## src/design/line_frame_receiver_queue_core_macros.svh

```systemverilog
// ----------------------------------------------------------------------------
// line frame receiver queue: assertion macros
// shared concurrent assertion forms, clocked on clk and muted in reset
// ----------------------------------------------------------------------------
`ifndef LINE_FRAME_RECEIVER_QUEUE_CORE_MACROS_SVH
`define LINE_FRAME_RECEIVER_QUEUE_CORE_MACROS_SVH

// consequent holds in the same cycle
`define LFRQ_ASSERT_NOW(lbl, ante, cons, msg) \
  lbl: assert property (@(posedge clk) disable iff (!rst_n) (ante) |-> (cons)) \
    else $error(msg);

// consequent holds in the next cycle
`define LFRQ_ASSERT_NEXT(lbl, ante, cons, msg) \
  lbl: assert property (@(posedge clk) disable iff (!rst_n) (ante) |=> (cons)) \
    else $error(msg);

`endif

```

## src/design/lfrq_pkg.sv

```systemverilog
// ----------------------------------------------------------------------------
// lfrq_pkg
// shared widths, byte codes, status codes and command struct
// ----------------------------------------------------------------------------
`timescale 1ns / 1ps

package lfrq_pkg;

  localparam int BYTE_W   = 8;
  localparam int CAP_W    = 7;
  localparam int DROP_W   = 16;
  localparam int STATUS_W = 2;

  localparam logic [BYTE_W-1:0] BYTE_CR = 8'h0D;
  localparam logic [BYTE_W-1:0] BYTE_LF = 8'h0A;

  localparam logic [CAP_W-1:0] CAP_RESET = 7'd64;

  localparam logic CMD_FEED = 1'b0;
  localparam logic CMD_POP  = 1'b1;

  localparam logic [STATUS_W-1:0] ST_BYTE  = 2'd0;
  localparam logic [STATUS_W-1:0] ST_EMPTY = 2'd1;
  localparam logic [STATUS_W-1:0] ST_LONG  = 2'd2;

  typedef struct packed {
    logic feed;
    logic pop;
  } lfrq_cmd_t;

endpackage

```

## src/design/lfrq_ram.sv

```systemverilog
// ----------------------------------------------------------------------------
// lfrq_ram
// simple dual port ram, one write and one registered read per cycle
// ----------------------------------------------------------------------------
`timescale 1ns / 1ps

module lfrq_ram #(
  parameter int WIDTH = 8,
  parameter int DEPTH = 64
) (
  input  logic                     clk,
  input  logic                     we,
  input  logic [$clog2(DEPTH)-1:0] waddr,
  input  logic [WIDTH-1:0]         wdata,
  input  logic                     re,
  input  logic [$clog2(DEPTH)-1:0] raddr,
  output logic [WIDTH-1:0]         rdata
);

  logic [WIDTH-1:0] mem_r [DEPTH];
  logic [WIDTH-1:0] rdata_r;

  always_ff @(posedge clk) begin
    if (we) begin
      mem_r[waddr] <= wdata;
    end
    if (re) begin
      rdata_r <= mem_r[raddr];
    end
  end

  assign rdata = rdata_r;

endmodule

```

## src/design/lfrq_feed.sv

```systemverilog
// ----------------------------------------------------------------------------
// lfrq_feed
// line assembly straight into the free slot, commit on newline, drop count
// ----------------------------------------------------------------------------
`timescale 1ns / 1ps

module lfrq_feed
  import lfrq_pkg::*;
#(
  parameter int QUEUE_SLOTS   = 8,
  parameter int MAX_FRAME_LEN = 64
) (
  input  logic                                                  clk,
  input  logic                                                  rst_n,
  input  lfrq_cmd_t                                             cmd,
  input  logic [BYTE_W-1:0]                                     feed_byte,
  input  logic [$clog2(QUEUE_SLOTS)-1:0]                        rd_slot,
  output logic [$clog2(QUEUE_SLOTS)-1:0]                        wr_slot,
  output logic [DROP_W-1:0]                                     drop_cnt,
  output logic                                                  bmem_we,
  output logic [$clog2(QUEUE_SLOTS)+$clog2(MAX_FRAME_LEN)-1:0]  bmem_waddr,
  output logic [BYTE_W-1:0]                                     bmem_wdata,
  output logic                                                  lmem_we,
  output logic [$clog2(QUEUE_SLOTS)-1:0]                        lmem_waddr,
  output logic [$clog2(MAX_FRAME_LEN)-1:0]                      lmem_wdata
);

  localparam int SLOT_W = $clog2(QUEUE_SLOTS);
  localparam int LEN_W  = $clog2(MAX_FRAME_LEN);

  localparam logic [SLOT_W-1:0] SLOT_LAST = SLOT_W'(QUEUE_SLOTS - 1);
  localparam logic [LEN_W-1:0]  LEN_FULL  = LEN_W'(MAX_FRAME_LEN - 1);

  logic [LEN_W-1:0]  line_len_r, line_len_nxt;
  logic              discard_r, discard_nxt;
  logic [SLOT_W-1:0] wr_slot_r, wr_slot_nxt;
  logic [DROP_W-1:0] drop_r, drop_nxt;
  logic [SLOT_W-1:0] wr_next;
  logic              count_drop;

  assign wr_next = (wr_slot_r == SLOT_LAST) ? '0 : wr_slot_r + SLOT_W'(1);

  always_comb begin
    line_len_nxt = line_len_r;
    discard_nxt  = discard_r;
    wr_slot_nxt  = wr_slot_r;
    count_drop   = 1'b0;
    bmem_we      = 1'b0;
    lmem_we      = 1'b0;
    if (cmd.feed) begin
      unique case (feed_byte)
        BYTE_CR: begin
        end
        BYTE_LF: begin
          if (discard_r) begin
            discard_nxt = 1'b0;
          end else if (line_len_r != '0) begin
            if (wr_next == rd_slot) begin
              count_drop = 1'b1;
            end else begin
              lmem_we     = 1'b1;
              wr_slot_nxt = wr_next;
            end
          end
          line_len_nxt = '0;
        end
        default: begin
          if (!discard_r) begin
            if (line_len_r >= LEN_FULL) begin
              discard_nxt  = 1'b1;
              line_len_nxt = '0;
              count_drop   = 1'b1;
            end else begin
              bmem_we      = 1'b1;
              line_len_nxt = line_len_r + LEN_W'(1);
            end
          end
        end
      endcase
    end
    drop_nxt = (count_drop && drop_r != '1) ? drop_r + DROP_W'(1) : drop_r;
  end

  always_ff @(posedge clk) begin
    if (!rst_n) begin
      line_len_r <= '0;
      discard_r  <= 1'b0;
      wr_slot_r  <= '0;
      drop_r     <= '0;
    end else begin
      line_len_r <= line_len_nxt;
      discard_r  <= discard_nxt;
      wr_slot_r  <= wr_slot_nxt;
      drop_r     <= drop_nxt;
    end
  end

  assign bmem_waddr = {wr_slot_r, line_len_r};
  assign bmem_wdata = feed_byte;
  assign lmem_waddr = wr_slot_r;
  assign lmem_wdata = line_len_r;
  assign wr_slot    = wr_slot_r;
  assign drop_cnt   = drop_r;

endmodule

```

## src/design/lfrq_pop.sv

```systemverilog
// ----------------------------------------------------------------------------
// lfrq_pop
// pop sequencer: length lookup, capacity check, byte streaming to output reg
// ----------------------------------------------------------------------------
`timescale 1ns / 1ps
`include "line_frame_receiver_queue_core_macros.svh"

module lfrq_pop
  import lfrq_pkg::*;
#(
  parameter int QUEUE_SLOTS   = 8,
  parameter int MAX_FRAME_LEN = 64
) (
  input  logic                                                  clk,
  input  logic                                                  rst_n,
  input  lfrq_cmd_t                                             cmd,
  input  logic [$clog2(QUEUE_SLOTS)-1:0]                        wr_slot,
  input  logic [DROP_W-1:0]                                     drop_cnt,
  input  logic [CAP_W-1:0]                                      cap,
  output logic                                                  lmem_re,
  output logic [$clog2(QUEUE_SLOTS)-1:0]                        lmem_raddr,
  input  logic [$clog2(MAX_FRAME_LEN)-1:0]                      lmem_rdata,
  output logic                                                  bmem_re,
  output logic [$clog2(QUEUE_SLOTS)+$clog2(MAX_FRAME_LEN)-1:0]  bmem_raddr,
  input  logic [BYTE_W-1:0]                                     bmem_rdata,
  output logic                                                  busy,
  output logic [$clog2(QUEUE_SLOTS)-1:0]                        rd_slot,
  output logic                                                  out_valid,
  input  logic                                                  out_stall,
  output logic [STATUS_W-1:0]                                   out_status,
  output logic [BYTE_W-1:0]                                     out_frame_byte,
  output logic                                                  out_last,
  output logic [DROP_W-1:0]                                     out_dropped_count
);

  localparam int SLOT_W = $clog2(QUEUE_SLOTS);
  localparam int LEN_W  = $clog2(MAX_FRAME_LEN);

  localparam logic [SLOT_W-1:0] SLOT_LAST = SLOT_W'(QUEUE_SLOTS - 1);

  localparam logic [1:0] P_IDLE   = 2'd0;
  localparam logic [1:0] P_LEN    = 2'd1;
  localparam logic [1:0] P_STREAM = 2'd2;
  localparam logic [1:0] P_FAIL   = 2'd3;

  logic [1:0]          st_r, st_nxt;
  logic [SLOT_W-1:0]   rd_slot_r, rd_slot_nxt;
  logic [LEN_W-1:0]    len_r, len_nxt;
  logic [LEN_W-1:0]    iss_r, iss_nxt;
  logic                iss_done_r, iss_done_nxt;
  logic                a_vld_r, a_vld_nxt;
  logic                a_last_r, a_last_nxt;
  logic [STATUS_W-1:0] fail_r, fail_nxt;
  logic                out_valid_r, out_valid_nxt;
  logic [STATUS_W-1:0] out_status_r;
  logic [BYTE_W-1:0]   out_byte_r;
  logic                out_last_r;
  logic [DROP_W-1:0]   out_drop_r;

  logic b_free, b_load, a_free, issue, fail_load, iss_last;

  assign b_free   = !out_valid_r || !out_stall;
  assign b_load   = (st_r == P_STREAM) && a_vld_r && b_free;
  assign a_free   = !a_vld_r || b_load;
  assign issue    = (st_r == P_STREAM) && !iss_done_r && a_free;
  assign iss_last = (iss_r == len_r - LEN_W'(1));

  always_comb begin
    st_nxt       = st_r;
    rd_slot_nxt  = rd_slot_r;
    len_nxt      = len_r;
    iss_nxt      = iss_r;
    iss_done_nxt = iss_done_r;
    a_vld_nxt    = a_vld_r;
    a_last_nxt   = a_last_r;
    fail_nxt     = fail_r;
    lmem_re      = 1'b0;
    fail_load    = 1'b0;
    unique case (st_r)
      P_IDLE: begin
        if (cmd.pop) begin
          if (rd_slot_r == wr_slot) begin
            fail_nxt = ST_EMPTY;
            st_nxt   = P_FAIL;
          end else begin
            lmem_re = 1'b1;
            st_nxt  = P_LEN;
          end
        end
      end
      P_LEN: begin
        if (cap <= CAP_W'(lmem_rdata)) begin
          fail_nxt = ST_LONG;
          st_nxt   = P_FAIL;
        end else begin
          len_nxt      = lmem_rdata;
          iss_nxt      = '0;
          iss_done_nxt = 1'b0;
          st_nxt       = P_STREAM;
        end
      end
      P_STREAM: begin
        if (issue) begin
          a_vld_nxt  = 1'b1;
          a_last_nxt = iss_last;
          iss_nxt    = iss_r + LEN_W'(1);
          if (iss_last) begin
            iss_done_nxt = 1'b1;
          end
        end else if (b_load) begin
          a_vld_nxt = 1'b0;
        end
        if (iss_done_r && a_free) begin
          st_nxt      = P_IDLE;
          rd_slot_nxt = (rd_slot_r == SLOT_LAST) ? '0 : rd_slot_r + SLOT_W'(1);
        end
      end
      P_FAIL: begin
        if (b_free) begin
          fail_load = 1'b1;
          st_nxt    = P_IDLE;
        end
      end
      default: begin
        st_nxt = P_IDLE;
      end
    endcase
    if (b_load || fail_load) begin
      out_valid_nxt = 1'b1;
    end else if (!out_stall) begin
      out_valid_nxt = 1'b0;
    end else begin
      out_valid_nxt = out_valid_r;
    end
  end

  always_ff @(posedge clk) begin
    if (!rst_n) begin
      st_r        <= P_IDLE;
      rd_slot_r   <= '0;
      iss_done_r  <= 1'b0;
      a_vld_r     <= 1'b0;
      out_valid_r <= 1'b0;
    end else begin
      st_r        <= st_nxt;
      rd_slot_r   <= rd_slot_nxt;
      iss_done_r  <= iss_done_nxt;
      a_vld_r     <= a_vld_nxt;
      out_valid_r <= out_valid_nxt;
    end
  end

  always_ff @(posedge clk) begin
    len_r    <= len_nxt;
    iss_r    <= iss_nxt;
    a_last_r <= a_last_nxt;
    fail_r   <= fail_nxt;
    if (b_load) begin
      out_status_r <= ST_BYTE;
      out_byte_r   <= bmem_rdata;
      out_last_r   <= a_last_r;
      out_drop_r   <= drop_cnt;
    end else if (fail_load) begin
      out_status_r <= fail_r;
      out_byte_r   <= '0;
      out_last_r   <= 1'b1;
      out_drop_r   <= drop_cnt;
    end
  end

  assign lmem_raddr        = rd_slot_r;
  assign bmem_re           = issue;
  assign bmem_raddr        = {rd_slot_r, iss_r};
  assign busy              = (st_r != P_IDLE);
  assign rd_slot           = rd_slot_r;
  assign out_valid         = out_valid_r;
  assign out_status        = out_status_r;
  assign out_frame_byte    = out_byte_r;
  assign out_last          = out_last_r;
  assign out_dropped_count = out_drop_r;

  `LFRQ_ASSERT_NOW(a_pop_only_idle, cmd.pop, st_r == P_IDLE, "pop taken while busy")
  `LFRQ_ASSERT_NOW(a_stage_in_stream, a_vld_r, st_r == P_STREAM, "read stage live outside stream")
  `LFRQ_ASSERT_NOW(a_fail_is_last, out_valid_r && out_status_r != ST_BYTE, out_last_r,
    "failure result without last")
  `LFRQ_ASSERT_NEXT(a_slot_moves, st_r == P_STREAM && st_nxt == P_IDLE,
    rd_slot_r != $past(rd_slot_r), "read slot not advanced after frame")

endmodule

```

## src/design/line_frame_receiver_queue_core.sv

```systemverilog
// ----------------------------------------------------------------------------
// line_frame_receiver_queue_core
// newline delimited frame queue with byte feed and frame pop
// ----------------------------------------------------------------------------
// input channel (in_valid/in_stall) carries one command word per handshake:
// in_command 0 feeds in_byte_value into the line being assembled, 1 pops the
// oldest stored frame. a feed gives no output word, so feed words can arrive
// every cycle while no pop is running.
// a pop holds in_stall high while it runs. an empty queue gives one failure
// word, loaded from the fail state into the output register; a frame that is
// not shorter than the read capacity gives one failure word after the length
// lookup. otherwise the frame bytes follow the length lookup through the
// registered byte memory read into the output register, one byte per cycle
// while out_stall is low, last set on the final byte.
// out_stall holds the output register and pauses the byte stream; new input
// words are still taken in the meantime unless a pop is running.
// cfg_we writes cfg_wdata into the read capacity register (reset value 64).
// reset empties the queue, the current line and the drop counter; the
// memories need no clearing pass.
// ----------------------------------------------------------------------------
`timescale 1ns / 1ps

module line_frame_receiver_queue_core
  import lfrq_pkg::*;
#(
  parameter int QUEUE_SLOTS   = 8,
  parameter int MAX_FRAME_LEN = 64
) (
  input  logic                clk,
  input  logic                rst_n,
  input  logic                cfg_we,
  input  logic [CAP_W-1:0]    cfg_wdata,
  input  logic                in_valid,
  output logic                in_stall,
  input  logic                in_command,
  input  logic [BYTE_W-1:0]   in_byte_value,
  output logic                out_valid,
  input  logic                out_stall,
  output logic [STATUS_W-1:0] out_status,
  output logic [BYTE_W-1:0]   out_frame_byte,
  output logic                out_last,
  output logic [DROP_W-1:0]   out_dropped_count
);

  localparam int SLOT_W  = $clog2(QUEUE_SLOTS);
  localparam int LEN_W   = $clog2(MAX_FRAME_LEN);
  localparam int BADDR_W = SLOT_W + LEN_W;

  logic [CAP_W-1:0]   cap_r;
  lfrq_cmd_t          cmd;
  logic               busy;
  logic               accept;
  logic [SLOT_W-1:0]  wr_slot, rd_slot;
  logic [DROP_W-1:0]  drop_cnt;

  logic               bmem_we, bmem_re;
  logic [BADDR_W-1:0] bmem_waddr, bmem_raddr;
  logic [BYTE_W-1:0]  bmem_wdata, bmem_rdata;
  logic               lmem_we, lmem_re;
  logic [SLOT_W-1:0]  lmem_waddr, lmem_raddr;
  logic [LEN_W-1:0]   lmem_wdata, lmem_rdata;

  always_ff @(posedge clk) begin
    if (!rst_n) begin
      cap_r <= CAP_RESET;
    end else if (cfg_we) begin
      cap_r <= cfg_wdata;
    end
  end

  assign in_stall = busy;
  assign accept   = in_valid && !busy;
  assign cmd.feed = accept && (in_command == CMD_FEED);
  assign cmd.pop  = accept && (in_command == CMD_POP);

  lfrq_feed #(
    .QUEUE_SLOTS   (QUEUE_SLOTS),
    .MAX_FRAME_LEN (MAX_FRAME_LEN)
  ) u_feed (
    .clk        (clk),
    .rst_n      (rst_n),
    .cmd        (cmd),
    .feed_byte  (in_byte_value),
    .rd_slot    (rd_slot),
    .wr_slot    (wr_slot),
    .drop_cnt   (drop_cnt),
    .bmem_we    (bmem_we),
    .bmem_waddr (bmem_waddr),
    .bmem_wdata (bmem_wdata),
    .lmem_we    (lmem_we),
    .lmem_waddr (lmem_waddr),
    .lmem_wdata (lmem_wdata)
  );

  lfrq_pop #(
    .QUEUE_SLOTS   (QUEUE_SLOTS),
    .MAX_FRAME_LEN (MAX_FRAME_LEN)
  ) u_pop (
    .clk               (clk),
    .rst_n             (rst_n),
    .cmd               (cmd),
    .wr_slot           (wr_slot),
    .drop_cnt          (drop_cnt),
    .cap               (cap_r),
    .lmem_re           (lmem_re),
    .lmem_raddr        (lmem_raddr),
    .lmem_rdata        (lmem_rdata),
    .bmem_re           (bmem_re),
    .bmem_raddr        (bmem_raddr),
    .bmem_rdata        (bmem_rdata),
    .busy              (busy),
    .rd_slot           (rd_slot),
    .out_valid         (out_valid),
    .out_stall         (out_stall),
    .out_status        (out_status),
    .out_frame_byte    (out_frame_byte),
    .out_last          (out_last),
    .out_dropped_count (out_dropped_count)
  );

  lfrq_ram #(
    .WIDTH (BYTE_W),
    .DEPTH (QUEUE_SLOTS << LEN_W)
  ) u_byte_ram (
    .clk   (clk),
    .we    (bmem_we),
    .waddr (bmem_waddr),
    .wdata (bmem_wdata),
    .re    (bmem_re),
    .raddr (bmem_raddr),
    .rdata (bmem_rdata)
  );

  lfrq_ram #(
    .WIDTH (LEN_W),
    .DEPTH (QUEUE_SLOTS)
  ) u_len_ram (
    .clk   (clk),
    .we    (lmem_we),
    .waddr (lmem_waddr),
    .wdata (lmem_wdata),
    .re    (lmem_re),
    .raddr (lmem_raddr),
    .rdata (lmem_rdata)
  );

endmodule
```

## config.mk

```make
export PLATFORM = sky130hd
export DESIGN_NAME = line_frame_receiver_queue_core
export DESIGN_NICKNAME = d
export VERILOG_FILES = /design/src/design/lfrq_pkg.sv /design/src/design/lfrq_ram.sv /design/src/design/lfrq_feed.sv /design/src/design/lfrq_pop.sv /design/src/design/line_frame_receiver_queue_core.sv
export VERILOG_INCLUDE_DIRS = /design/src /design/src/design
export SDC_FILE = /design/constraint.sdc
export NUM_CORES = 2
export LEC_CHECK = 0
export BUFFER_PORTS_ARGS = -buffer_cell sky130_fd_sc_hd__buf_2
export CAP_MARGIN = 40
export CORE_AREA = 10 10 552 554
export CTS_CLUSTER_SIZE = 30
export DETAILED_ROUTE_END_ITERATION = 16
export DIE_AREA = 0 0 562 564
export PLACE_DENSITY = 0.75
export SLEW_MARGIN = 20
export SYNTH_ARGS = -nofsm -noshare
export SYNTH_HDL_FRONTEND = slang
export SYNTH_HIERARCHICAL = 1
export SYNTH_MEMORY_MAX_BITS = 65536
export SYNTH_SLANG_ARGS = --single-unit
export TNS_END_PERCENT = 10
```

## constraint.sdc

```tcl
create_clock -name clk -period 3.3 [get_ports clk]
set_input_delay 0.165 -clock clk [delete_from_list [all_inputs] [get_ports clk]]
set_output_delay 0.165 -clock clk [all_outputs]
set_load 0.01 [all_outputs]
```

==> impl_metrics.json <==
{
  "worstHoldPathCells": 2,
  "viasPerCell": 6.63,
  "setup_ws_ns": -0.0922,
  "rows": 199,
  "holdPathEnd": "u_byte_ram/mem_r[268][5]$_DFFE_PP_",
  "rrSetupSlack_ns": -0.09,
  "synth_flop_cell": "edfxtp_1",
  "period_needed_ns": 3.39,
  "met2_length_mm": 207,
  "antenna_found_initial": 13,
  "pin_count": 50,
  "tightest_slew_ns": 1.13,
  "yosys.area.top_type": "edfxtp_1",
  "overflow": 0,
  "power_density_nw_per_um2": 623,
  "hold-worst-slack_ns": 0.134,
  "finalSetupTns_ns": -0.213,
  "grt_pass1_vias": 92200,
  "post_route_cells_drive_above_1_share_pct": 26.5,
  "dp_cells": 13100,
  "wire_per_inst_um": 31.7,
  "synth_commonest_cells": "edfxtp_1 (4198), mux2i_1 (809), mux4_2 (654)",
  "highest_layer": "met5",
  "yosys_warnings": 6,
  "power_frac_seq_pct": 49.0,
  "synth_most_common_cell": "edfxtp_1",
  "track_usage_pct": 27.1,
  "die_y_um": 564,
  "core_sq_um": 293000,
  "p_leak_nw": 63.9,
  "end_kind": "flop",
  "die_area_sq_um": 317000,
  "dp_slack_ns": -0.693,
  "first_iter_violations": 14100,
  "rsz0062_at_grt": "true",
  "synthArstFlopShare_pct": 0,
  "syn_to_final_growth_pct": 16.8,
  "drt-total-wl_mm": 442,
  "worstPathMaxFanout": 24,
  "synth_cell_types": 76,
  "synth_top_area_share_pct": 75.8,
  "p_comb_share_pct": 12.4,
  "initial_utilization_pct": 56.7,
  "slew-limit-headroom_pct": 24.5,
  "p_int_mw": 92.3,
  "min-delay-start": "in_byte_value[5]",
  "h-tree-depth": 5,
  "clk_path_buf_depth": 4,
  "io_buffers": 49,
  "min_period_over_period_pct": 103,
  "holdCritPathClass": "in -> reg",
  "drv_cap": 0,
  "wl_met3_mm": 58.7,
  "hold_viol": 0,
  "fin_nets": 9729,
  "drv_slew": 0,
  "drt-pass1-iter-count": 9,
  "cts_sinks": 4241,
  "dp_hpwl_mm": 267,
  "synth_edf_count": 4198,
  "max_freq_ghz": 0.295,
  "cp.arrival_ns": 4.16,
  "reg2reg_depth": 12,
  "outcome": "finished with violations",
  "critPathRequiredTime_ns": 4.07,
  "syn-instance-count": 8525,
  "violations": "setup timing",
  "grt_max_degree": 213,
  "r2r-start": "u_pop/iss_r[0]$_SDFFCE_PP0P_",
  "tritoncts": "done",
  "post-route-drc-count": 0,
  "place_congestion": 0.921,
  "m1WireLength_mm": 155,
  "final_cells": 13900,
  "syn_area_sq_um": 166000,
  "utilization_pct": 66.2,
  "fp.dieW_um": 562,
  "clk_latency_ns": 0.95,
  "path_clk_slew_ns": 0.07,
  "vias": 92500,
  "synth-seq-cells": 4241,
  "cts_inserted_buffers": 403,
  "syn-mean-instance-area_sq_um": 19.5,
  "p_sw_mw": 28.7,
  "regToRegEndpoint": "u_byte_ram/rdata[7]$_DFFE_PP_",
  "critPathLaunchType": "flop",
  "yosysSeqAreaShare_pct": 76.3,
  "fin_skew_ns": 0.0580,
  "ir_drop_uv": 457,
  "critPathKind": "reg -> reg",
  "ant_nets": 0,
  "grt_pass1_wl_mm": 637,
  "root_buffer": "clkbuf_16",
  "synth_area_leaders": "edfxtp_1 (76%), mux4_2 (8.9%), mux2i_1 (4.9%)",
  "timing.final.setup_violations": 6,
  "power_frac_clock_pct": 38.5,
  "switching_share_pct": 23.7,
  "synth_nets": 8561
}
## cells in the final DEF, fill, tap and decap left out, types with 63 or more instances in the layout
master,netlist,final
edfxtp_1,4198,4198
buf_4,97,1054
mux2i_1,809,801
mux4_2,654,654
nor2_1,637,633
clkbuf_16,0,421
o221ai_1,372,336
a21oi_1,217,208
o22ai_1,163,152
nand2_1,137,122
o21ai_0,132,116
nor3_1,117,114
buf_12,5,106
clkinv_1,1,85
clkbuf_1,271,65
clkinv_2,0,64
a22oi_1,63,63
## repair_timing
item | in CTS | in global routing
pin swaps | 6 | 18
endpoints found under the setup margin | 31 | 20
hold buffers | 41 | 0
gates cloned | 2 | 12
hold endpoints to repair | 669 | 0
setup buffers | 1 | 16
resized for setup | 44 | 117
## how the worst max path moves through the flow
stage	end	cells after the start	slack [ns]	from
floorplan	u_byte_ram/mem_r[131][0]$_DFFE_PP_	9	0.04	u_pop/st_r[1]$_SDFFE_PN0P_
global placement	u_byte_ram/rdata[2]$_DFFE_PP_	12	-0.73	u_pop/iss_r[0]$_SDFFCE_PP0P_
detailed placement	u_byte_ram/rdata[7]$_DFFE_PP_	11	-0.69	u_pop/iss_r[2]$_SDFFCE_PP0P_
CTS	u_byte_ram/rdata[5]$_DFFE_PP_	12	-0.07	u_pop/iss_r[0]$_SDFFCE_PP0P_
global route	u_byte_ram/rdata[2]$_DFFE_PP_	12	-0.03	u_pop/iss_r[0]$_SDFFCE_PP0P_
finish	u_byte_ram/rdata[7]$_DFFE_PP_	12	-0.09	u_pop/iss_r[0]$_SDFFCE_PP0P_
## per-stage QoR
stage | power (mW) | cell area [sq um]
global route | 124 | 194000
floorplan | 69.5 | 166000
finish | 121 | 194000
detailed placement | 74.4 | 179000
global placement | 74.1 | 179000
CTS | 121 | 193000
## metal layers
metal  up-vias  GRT usage [%]
met3      1119           7.28
met2      6721           42.2
met5         -              0
met4         4           11.5
met1     47100           36.4
li1      37600              -
## logic make-up after synthesis
logic type	count (synthesis)	synth area share, %
mux	1482	14.0
compound gates	1041	4.39
fa+ha+maj	15	0.113
simple gates	1148	3.07
buf+inv	578	2.00
flops	4241	76.3
xor+xnor	20	0.105
## power by group through the flow
stage	clock network, mW	logic [mW]	registers, mW
4_1_cts	46.9	14.2	59.3
3_5_place_dp	0	13.9	60.5
2_1_floorplan	0	8.96	60.6
3_3_place_gp	0	13.6	60.5
5_1_grt	49.0	15.6	59.3
6_report	46.6	15.1	59.3
## flip-flops by register name, indices dropped and copies added, names as in the netlist, 2 cells and up
register                 flops
u_byte_ram/mem_r          4096
u_len_ram/mem_r             48
u_feed/drop_cnt             16
u_pop/out_dropped_count     16
u_byte_ram/rdata             8
u_pop/out_frame_byte         8
cap_r                        7
u_feed/lmem_wdata            6
u_len_ram/rdata              6
u_pop/iss_r                  6
u_pop/len_r                  6
u_feed/lmem_waddr            3
u_pop/lmem_raddr             3
u_pop/fail_r                 2
u_pop/out_status             2
u_pop/st_r                   2
## worst max-delay path: stages, from the launching register on
cell      delay [ns]
edfxtp_1        0.39
buf_12          0.21
buf_12          0.19
buf_12          0.22
mux2i_1         0.17
o221ai_2        0.31
buf_4           0.17
a21oi_1         0.07
nor4_1          0.44
buf_4           0.21
nand4_1         0.22
nor4_4          0.36
o2111a_1        0.26
## final cells by class
| cell class | count | area (sq um) |
|---|---|---|
| Fill cell | 18200 | 99100 |
| Clock buffer | 479 | 10500 |
| Sequential cell | 4241 | 127000 |
| Clock inverter | 249 | 2720 |
| Timing Repair Buffer | 1316 | 12300 |
| Multi-Input combinational cell | 3706 | 36700 |
| Tap cell | 3919 | 4900 |
| Antenna cell | 3 | 7.51 |
| Inverter | 25 | 101 |
Note: power is estimated with default switching activity, not from simulation.
